## src/hw/rtl/ray_box_slab_test_top_assert.svh

```systemverilog
// Assertion macros for the ray/box slab test block.
`ifndef RAY_BOX_SLAB_TEST_TOP_ASSERT_SVH
`define RAY_BOX_SLAB_TEST_TOP_ASSERT_SVH

// Antecedent in one cycle implies consequent in the next, outside reset.
`define RBST_ASSERT_NEXT(lbl, ante, cons) \
    lbl: assert property (@(posedge clk) disable iff (!rst_n) (ante) |=> (cons)) \
        else $error("rbst assertion failed");

// Antecedent implies consequent in the same cycle, outside reset.
`define RBST_ASSERT_NOW(lbl, ante, cons) \
    lbl: assert property (@(posedge clk) disable iff (!rst_n) (ante) |-> (cons)) \
        else $error("rbst assertion failed");

`endif

```

## src/hw/rtl/rbst_pkg.sv

```systemverilog
// Shared types and constants for the ray/box slab test block.
`timescale 1ns / 1ps
package rbst_pkg;

    localparam int AXES     = 3;
    localparam int COORD_W  = 32;
    localparam int NUM_W    = COORD_W + 1;
    localparam int PROD_W   = 64;
    localparam int PAIRS    = 6;
    localparam int CFG_IDX_W = 3;

    // Configuration register indexes
    localparam logic [CFG_IDX_W-1:0] REG_A_X = 3'd0;
    localparam logic [CFG_IDX_W-1:0] REG_A_Y = 3'd1;
    localparam logic [CFG_IDX_W-1:0] REG_A_Z = 3'd2;
    localparam logic [CFG_IDX_W-1:0] REG_B_X = 3'd3;
    localparam logic [CFG_IDX_W-1:0] REG_B_Y = 3'd4;
    localparam logic [CFG_IDX_W-1:0] REG_B_Z = 3'd5;

    // Ordered axis pairs (i, j), i != j: entry of i against exit of j
    localparam logic [1:0] PAIR_I [PAIRS] = '{2'd0, 2'd0, 2'd1, 2'd1, 2'd2, 2'd2};
    localparam logic [1:0] PAIR_J [PAIRS] = '{2'd1, 2'd2, 2'd0, 2'd2, 2'd0, 2'd1};

    typedef struct packed {
        logic                    bounded;
        logic                    ok;
        logic signed [NUM_W-1:0] nmin;
        logic signed [NUM_W-1:0] nmax;
        logic [COORD_W-1:0]      den;
    } slab_t;

endpackage

```

## src/hw/rtl/rbst_slab.sv

```systemverilog
// Per-axis slab setup: bounds ordering, entry/exit numerators, denominator.
`timescale 1ns / 1ps
module rbst_slab
(
    input  logic signed [rbst_pkg::COORD_W-1:0] corner_a,
    input  logic signed [rbst_pkg::COORD_W-1:0] corner_b,
    input  logic signed [rbst_pkg::COORD_W-1:0] origin,
    input  logic signed [rbst_pkg::COORD_W-1:0] dir,
    output rbst_pkg::slab_t                     slab
);

    logic signed [rbst_pkg::NUM_W-1:0] lo;
    logic signed [rbst_pkg::NUM_W-1:0] hi;
    logic signed [rbst_pkg::NUM_W-1:0] org;

    always_comb
    begin
        lo  = (corner_a < corner_b) ? {corner_a[31], corner_a} : {corner_b[31], corner_b};
        hi  = (corner_a < corner_b) ? {corner_b[31], corner_b} : {corner_a[31], corner_a};
        org = {origin[31], origin};
        slab = '0;
        if (dir == '0)
        begin
            slab.bounded = 1'b0;
            slab.den     = 32'd1;
            slab.ok      = (org >= lo) && (org <= hi);
        end
        else if (!dir[31])
        begin
            slab.bounded = 1'b1;
            slab.ok      = 1'b1;
            slab.nmin    = lo - org;
            slab.nmax    = hi - org;
            slab.den     = dir;
        end
        else
        begin
            slab.bounded = 1'b1;
            slab.ok      = 1'b1;
            slab.nmin    = org - hi;
            slab.nmax    = org - lo;
            slab.den     = (~dir) + 32'd1;   // |dir|, 2^31 fits unsigned
        end
    end

endmodule

```

## config.mk

```make
export PLATFORM = sky130hd
export DESIGN_NAME = rbst_slab
export DESIGN_NICKNAME = d
export VERILOG_FILES = /design/src/hw/rtl/ray_box_slab_test_top_assert.svh /design/src/hw/rtl/rbst_pkg.sv /design/src/hw/rtl/rbst_slab.sv
export SDC_FILE = /design/constraint.sdc
export NUM_CORES = 1
export LEC_CHECK = 0
export ABC_AREA = 1
export ABC_CLOCK_PERIOD_IN_PS = 4900
export BUFFER_PORTS_ARGS = -buffer_cell sky130_fd_sc_hd__buf_2
export CAP_MARGIN = 20
export CORE_ASPECT_RATIO = 0.6
export CORE_MARGIN = 5
export CORE_UTILIZATION = 55
export DETAILED_ROUTE_END_ITERATION = 7
export GPL_ROUTABILITY_DRIVEN = 0
export PLACE_DENSITY = 0.79
export SETUP_SLACK_MARGIN = 0.5
export SLEW_MARGIN = 20
export SYNTH_ARGS = -nofsm -noshare
export SYNTH_HDL_FRONTEND = slang
export SYNTH_SLANG_ARGS = --single-unit
```

## constraint.sdc

```tcl
create_clock -name vclk -period 4.9
set_input_delay 0.98 -clock vclk [all_inputs]
set_output_delay 0.98 -clock vclk [all_outputs]
set_load 0.03 [all_outputs]
```

==> results.py, run 1 <==
metrics = {
    "floorplanning": {
        "start_util_pct": 56.6,
        "num_rows": 43,
        "die_x_um": 210,
        "ios": 228,
        "die_height_um": 130,
    },
    "logic_synthesis": {
        "yosysWarnings": 0,
        "synth_top_cells_by_area": "nand2_1, ha_1, nand3_1",
        "syn_nets": 2994,
        "yosys.area.top_type": "nand2_1",
        "syn_avg_cell_area_um2": 4.89,
        "synthCells": 2702,
        "netlist_area_um2": 13200,
        "synth-seq-area-share_pct": 0,
        "synth_top_cell_area_share_pct": 25.4,
        "synthDistinctLibCells": 38,
    },
    "clock_network": {
        "holdBufCountCts": 0,
    },
    "placed_design": {
        "portBuffers": 228,
        "post-dp-hpwl_mm": 52.3,
    },
    "timing": {
        "repair-timing-grt-worst-ep": "slab[95]",
        "worstEndpointType": "top-level output",
    },
    "status": {
        "flow.stopped_at": "global routing (5_1_grt)",
        "firstError": "[ERROR DPL-0038] Utilization greater than 100%, impossible to legalize",
        "outcome": "did not finish",
    },
    "grt": {
        "grt_max_degree": 89,
    },
}
[cell families after synthesis]
family	after synthesis	share of synthesized area, %
buffers and inverters	530	16.4
and+or+nand+nor	1599	50.4
xor gates and xnor gates	35	2.32
adders and majority gates	164	15.8
AOI/OAI and AO/OA	374	15.1
[through the flow]
step / area, um^2 / util (%) / hold WS (ns) / cells / setup WS, ns
global placement: 19000 / 81.3 / 2.29 / 3603 / -0.842
detailed placement: 19000 / 81.3 / 2.30 / 3603 / -0.969
CTS: 19900 / 85.4 / 2.30 / 3611 / -0.688
floorplan: 14700 / - / 2.14 / 2702 / 0.0607
[cell usage after synthesis, drive strengths merged]
| cell type | instances |
|---|---|
| o32ai | 3 |
| nand3 | 397 |
| nor2 | 251 |
| buf | 70 |
| nor3 | 17 |
| or2 | 4 |
| o31ai | 5 |
| ha | 160 |
| fa | 4 |
| nand4 | 19 |
| clkbuf | 26 |
| inv | 434 |
| o21bai | 19 |
| xnor2 | 9 |
| xor2 | 26 |
| o21ai | 108 |
| a21oi | 216 |
| nand3b | 4 |
| a31oi | 11 |
| o211ai | 2 |
| a21o | 5 |
| nand2 | 899 |
| and2 | 7 |
| o21a | 5 |
| nand2b | 1 |
[repair_timing]
item,in CTS
resized for setup,227
gates cloned,2
buffers inserted,6
pin swaps,24
endpoints found under the setup margin,67
==> inputs of run 2 (changes only) <==
- ABC_CLOCK_PERIOD_IN_PS: 4900 -> 6400
- CORE_ASPECT_RATIO: 0.6 -> default
- CORE_UTILIZATION: 55 -> 40
- PLACE_DENSITY: 0.79 -> default
- PLACE_DENSITY_LB_ADDON: default -> 0.15
- SETUP_SLACK_MARGIN: 0.5 -> default
- clock period: 4.9 -> 6.4 ns (I/O delays scaled with it)
==> results.py, run 2 <==
metrics = {
    "finish": {
        "fin_cells": 3711,
        "final_cell_mix": "nand2_1, buf_4, inv_1",
        "layout.nets": 3563,
        "final_common_cell": "nand2_1",
        "fin_area_um2": 19600,
        "nClkBuffers": 0,
        "drive_above_1_share_pct": 30.4,
        "design.seq.count": 0,
        "fin_util_pct": 60.2,
        "diodes": 0,
        "ff_latch_area_um2": 0,
        "multiInputGateArea_um2": 12600,
        "fill_cells": 3218,
        "syn_to_final_growth_pct": 48.7,
    },
    "power": {
        "p_sw_w": 0.00246,
        "p_int_w": 0.00159,
        "p_clk_share_pct": 0,
        "p_leak_nw": 11.4,
        "powerDensity_nw_per_um2": 206,
        "switching_share_pct": 60.8,
        "p_seq_share_pct": 0,
        "vdd_ir_drop_max_v": 0.000121,
        "pwr-share-comb_pct": 100.0,
    },
    "logic_synthesis": {
        "netlist_area_um2": 13200,
        "synth_most_common_cell": "nand2_1",
        "synth_fa_ha_area_share_pct": 15.8,
        "synth-seq-area-share_pct": 0,
        "syn_nets": 2994,
        "synthMuxAreaShare_pct": 0,
        "synthDistinctLibCells": 38,
        "yosys.area_share.xor_xnor_pct": 2.32,
        "synth_top_cell_area_share_pct": 25.4,
        "synth_compound_area_share_pct": 15.1,
        "yosysWarnings": 0,
        "yosys.area_share.simple_pct": 50.4,
        "netlist_top_cells_count": "nand2_1, inv_1, nand3_1",
        "yosys.area.top_type": "nand2_1",
        "synth_top_family_by_area": "simple AND/OR/NAND/NOR gates",
        "synth_top_cells_by_area": "nand2_1, ha_1, nand3_1",
        "synthCells": 2702,
        "syn_avg_cell_area_um2": 4.89,
    },
    "timing": {
        "hold_viol": 0,
        "tightest_slew_ns": 0.985,
        "setup_violations": 0,
        "slew_viol_final": 0,
        "timing.final.crit_share_pct": 99.0,
        "grt_setup_unrepaired": "yes",
        "fmax_ghz": 0.158,
        "tns_ns": 0,
        "hold_ws_ns": 2.90,
        "relSlewSlack_pct": 34.3,
        "period_needed_ns": 6.33,
    },
    "critical_path": {
        "cpLargestDelayFamily": "simple AND/OR/NAND/NOR gates",
        "crit_buf_inv": 7,
        "worst-path-max-fanout": 18,
        "slowest_delay_ns": 0.35,
        "required_ns": 5.12,
        "crit_top_cell": "nand2_1",
        "worstSetupStartpointType": "input pin",
        "crit_path_end_kind": "output port",
        "critPathKind": "in -> out",
        "crit_path_top_delay_cell": "ha_4",
        "critPathArrivalTime_ns": 5.05,
    },
    "floorplanning": {
        "die_area_um2": 36800,
        "die_height_um": 192,
        "ios": 228,
        "core_area_um2": 32600,
        "num_rows": 66,
        "die_x_um": 192,
        "start_util_pct": 40.5,
    },
    "hold_path": {
        "hold_end": "slab[15]",
        "min_path_type": "in -> out",
        "hold_path.startpoint": "dir[15]",
        "hold_depth": 3,
    },
    "detailed_routing": {
        "drtPass1Iterations": 8,
        "ant_nets": 0,
        "post_drt_wl_per_cell_um": 17.5,
        "vias": 20249,
        "wirelength_mm": 64.9,
        "drcViolationCount": 0,
        "drtIter0Drc": 2583,
        "viasPerCell": 5.46,
    },
    "grt": {
        "grt_pass1_wl_mm": 92.5,
        "gr-usage-met1_pct": 44.3,
        "met3_usage_pct": 5.78,
        "grt-ovfl-total": 0,
        "grt_pass1_vias": 17934,
        "grt_max_degree": 89,
        "grt.busiest_layer": "met2",
        "met2_usage_pct": 47.2,
        "antenna_found_initial": 0,
        "grtUsageTotal_pct": 31.3,
    },
    "job": {
        "max_cap_violations": 0,
    },
    "placed_design": {
        "portBuffers": 228,
        "placed_area_um2": 17600,
        "place_inst": 3687,
        "post-dp-hpwl_mm": 53.2,
    },
    "clock_network": {
        "holdBufCountCts": 0,
    },
    "status": {
        "outcome": "complete, no violations",
    },
}
-- run 2: cell counts after synthesis --
No cell type changed its count.
-- run 2: how the worst max path moves through the flow --
stage / start / cells past startpoint / endpoint / slack [ns]
4_1_cts: corner_a[5] / 25 / slab[85] / -0.008
3_5_place_dp: corner_a[5] / 26 / slab[49] / -0.1
5_1_grt: corner_b[1] / 32 / slab[93] / -0.12
2_1_floorplan: corner_b[31] / 24 / slab[64] / 0.54
3_3_place_gp: corner_a[5] / 28 / slab[49] / -0.04
6_report: corner_b[13] / 26 / slab[84] / 0.07
-- run 2: kinds of logic (layout without fill, tap and decap cells) --
logic type,count (synthesis),after routing
xor gates and xnor gates,35,35
adders and majority gates,164,164
buffers and inverters,530,1096
AOI/OAI and AO/OA,374,374
and+or+nand+nor,1599,1600
-- run 2: timing repair --
item                                    CTS  global route
endpoints found under the setup margin   11            58
resized for setup                        10           465
pin swaps                                 0            45
gates cloned                              0            10
setup buffers                             0            14
-- run 2: layout make-up --
class,instances,area share (%)
timing repair buffer,662,24.7
tap,442,2.81
inverter,434,8.29
multi-input combinational,2173,64.2
-- run 2: per-layer routing --
metal	vias up	wire length, um
met5	-	0
met4	0	2860
met3	202	7990
met2	1302	27300
met1	9023	26700
li1	9722	-
-- run 2: per-stage QoR --
step / setup slack, ns / power, W
after global placement: -0.0438 / 0.00338
after global routing: -0.117 / 0.00431
final: 0.0655 / 0.00405
after CTS: -0.00847 / 0.00345
after floorplan: 0.545 / 0.00198
after detailed placement: -0.0984 / 0.00343
-- run 2: worst min-delay path: stages --
cell	delay [ns]
buf_2	0.11
xor2_1	0.06
buf_2	0.17
-- run 2: power by group through the flow --
stage               logic [W]  registers [W]  clock network [W]
global route          0.00431              0                  0
detailed placement    0.00343              0                  0
floorplan             0.00198              0                  0
global placement      0.00338              0                  0
finish                0.00405              0                  0
CTS                   0.00345              0                  0
Power figures use the tool's default switching activity.
==> inputs of run 3 (changes only) <==
- ABC_AREA: 1 -> 0
==> results.py, run 3 <==
metrics = {
    "job": {
        "max_cap_violations": 0,
    },
    "detailed_routing": {
        "drcViolationCount": 0,
        "drtIter0Drc": 1468,
        "wirelength_mm": 50.3,
        "drtPass1Iterations": 7,
        "vias": 14352,
        "viasPerCell": 5.81,
        "post_drt_wl_per_cell_um": 20.4,
        "ant_nets": 0,
    },
    "timing": {
        "setup_ws_ns": -1.56,
        "period_needed_ns": 7.96,
        "tightest_slew_ns": 0.932,
        "tns_ns": -70.21,
        "fmax_ghz": 0.126,
        "hold_ws_ns": 2.89,
        "hold_viol": 0,
        "setup_violations": 64,
        "slew_viol_final": 0,
        "relSlewSlack_pct": 37.9,
        "timing.final.crit_share_pct": 124,
        "grt_setup_unrepaired": "yes",
    },
    "critical_path": {
        "slowest_delay_ns": 0.44,
        "required_ns": 5.12,
        "cpLargestDelayFamily": "compound AO/OA/AOI/OAI gates",
        "crit_path_top_delay_cell": "a311oi_4",
        "worst-path-max-fanout": 6,
        "worstSetupStartpointType": "input pin",
        "crit_top_cell": "buf_6",
        "crit_path_end_kind": "output port",
        "crit_buf_inv": 10,
        "startpoint": "corner_b[7]",
        "critPathArrivalTime_ns": 6.68,
        "critPathKind": "in -> out",
    },
    "finish": {
        "multiInputGateArea_um2": 12200,
        "diodes": 0,
        "syn_to_final_growth_pct": 86.1,
        "design.seq.count": 0,
        "fill_cells": 1730,
        "ff_latch_area_um2": 0,
        "layout.nets": 2434,
        "final_cell_mix": "buf_4, buf_2, ha_1",
        "final_common_cell": "buf_4",
        "nClkBuffers": 0,
        "drive_above_1_share_pct": 56.7,
    },
    "logic_synthesis": {
        "netlist_top_cells_count": "ha_1, a21oi_1, nor2_1",
        "yosysWarnings": 0,
        "synthCells": 1456,
        "synth_most_common_cell": "ha_1",
        "synth_top_cells_by_area": "ha_1, xnor2_1, a21oi_1",
        "netlist_area_um2": 10200,
        "synth-seq-area-share_pct": 0,
        "yosys.area.top_type": "ha_1",
        "synth_top_cell_area_share_pct": 19.7,
        "synthDistinctLibCells": 60,
        "syn_nets": 1748,
        "syn_avg_cell_area_um2": 6.99,
    },
    "floorplanning": {
        "num_rows": 58,
        "ios": 228,
        "die_height_um": 170,
        "core_area_um2": 25100,
        "die_area_um2": 28800,
        "start_util_pct": 40.6,
        "die_x_um": 170,
    },
    "grt": {
        "grtUsageTotal_pct": 30.0,
        "grt_max_degree": 67,
        "antenna_found_initial": 0,
        "grt_pass1_vias": 13804,
        "grt_pass1_wl_mm": 71.3,
        "grt-ovfl-total": 0,
    },
    "power": {
        "p_leak_nw": 9.20,
        "power_w": 0.00417,
        "powerDensity_nw_per_um2": 220,
        "vdd_ir_drop_max_v": 0.000156,
    },
    "status": {
        "violations": "setup timing",
        "outcome": "complete, but fails checks",
    },
    "placed_design": {
        "post-dp-hpwl_mm": 37.2,
        "portBuffers": 228,
    },
    "hold_path": {
        "min_path_type": "in -> out",
        "hold_path.startpoint": "dir[17]",
    },
}
## run 3: final cells by class
cell class	instances	area share [%]
Multi-Input combinational cell	1267	64.2
Timing Repair Buffer	774	31.6
Inverter	99	2.05
Tap cell	330	2.18
## run 3: metrics by stage
| step | worst slack, ns | std cells | util, % | area [um^2] |
|---|---|---|---|---|
| finish | -1.56 | 2470 | 75.5 | 19000 |
| global route | -1.68 | 2470 | 75.5 | 19000 |
| CTS | -1.48 | 2428 | 68.7 | 17300 |
| detailed placement | -2.22 | 2400 | 62.5 | 15700 |
| global placement | -2.17 | 2400 | 62.5 | 15700 |
| floorplan | -1.01 | 1456 | - | 11000 |
## run 3: metal layers
layer / vias up / part of all wire, % / global-route usage, %
li1: 6642 / - / -
met3: 198 / 8.2 / 3.00
met2: 782 / 48 / 52.4
met4: 0 / 4.1 / 7.60
met5: - / 0 / 0
met1: 6730 / 40 / 39.5
## run 3: where the power goes
group          switching, W  internal, W  total, W
clock network             0            0         0
logic               0.00218      0.00200   0.00417
registers                 0            0         0
## run 3: logic make-up after synthesis
group,Yosys count,share of synthesized area [%]
xor+xnor,137,11.8
simple gates,348,16.4
buf+inv,189,7.08
fa+ha+maj,164,20.4
compound gates,487,30.7
mux,131,13.7
## run 3: repair_timing
item	CTS	global route
pin swaps	97	131
resized for setup	297	294
gates cloned	2	1
hold buffers	0	0
buffers inserted	27	52
setup endpoints to repair	67	65
## run 3: worst paths after layout
| path | end | cells after the start | slack [ns] |
|---|---|---|---|
| worst min-delay path | slab[17] | 3 | 2.89 |
| worst max-delay path | slab[94] | 31 | -1.56 |
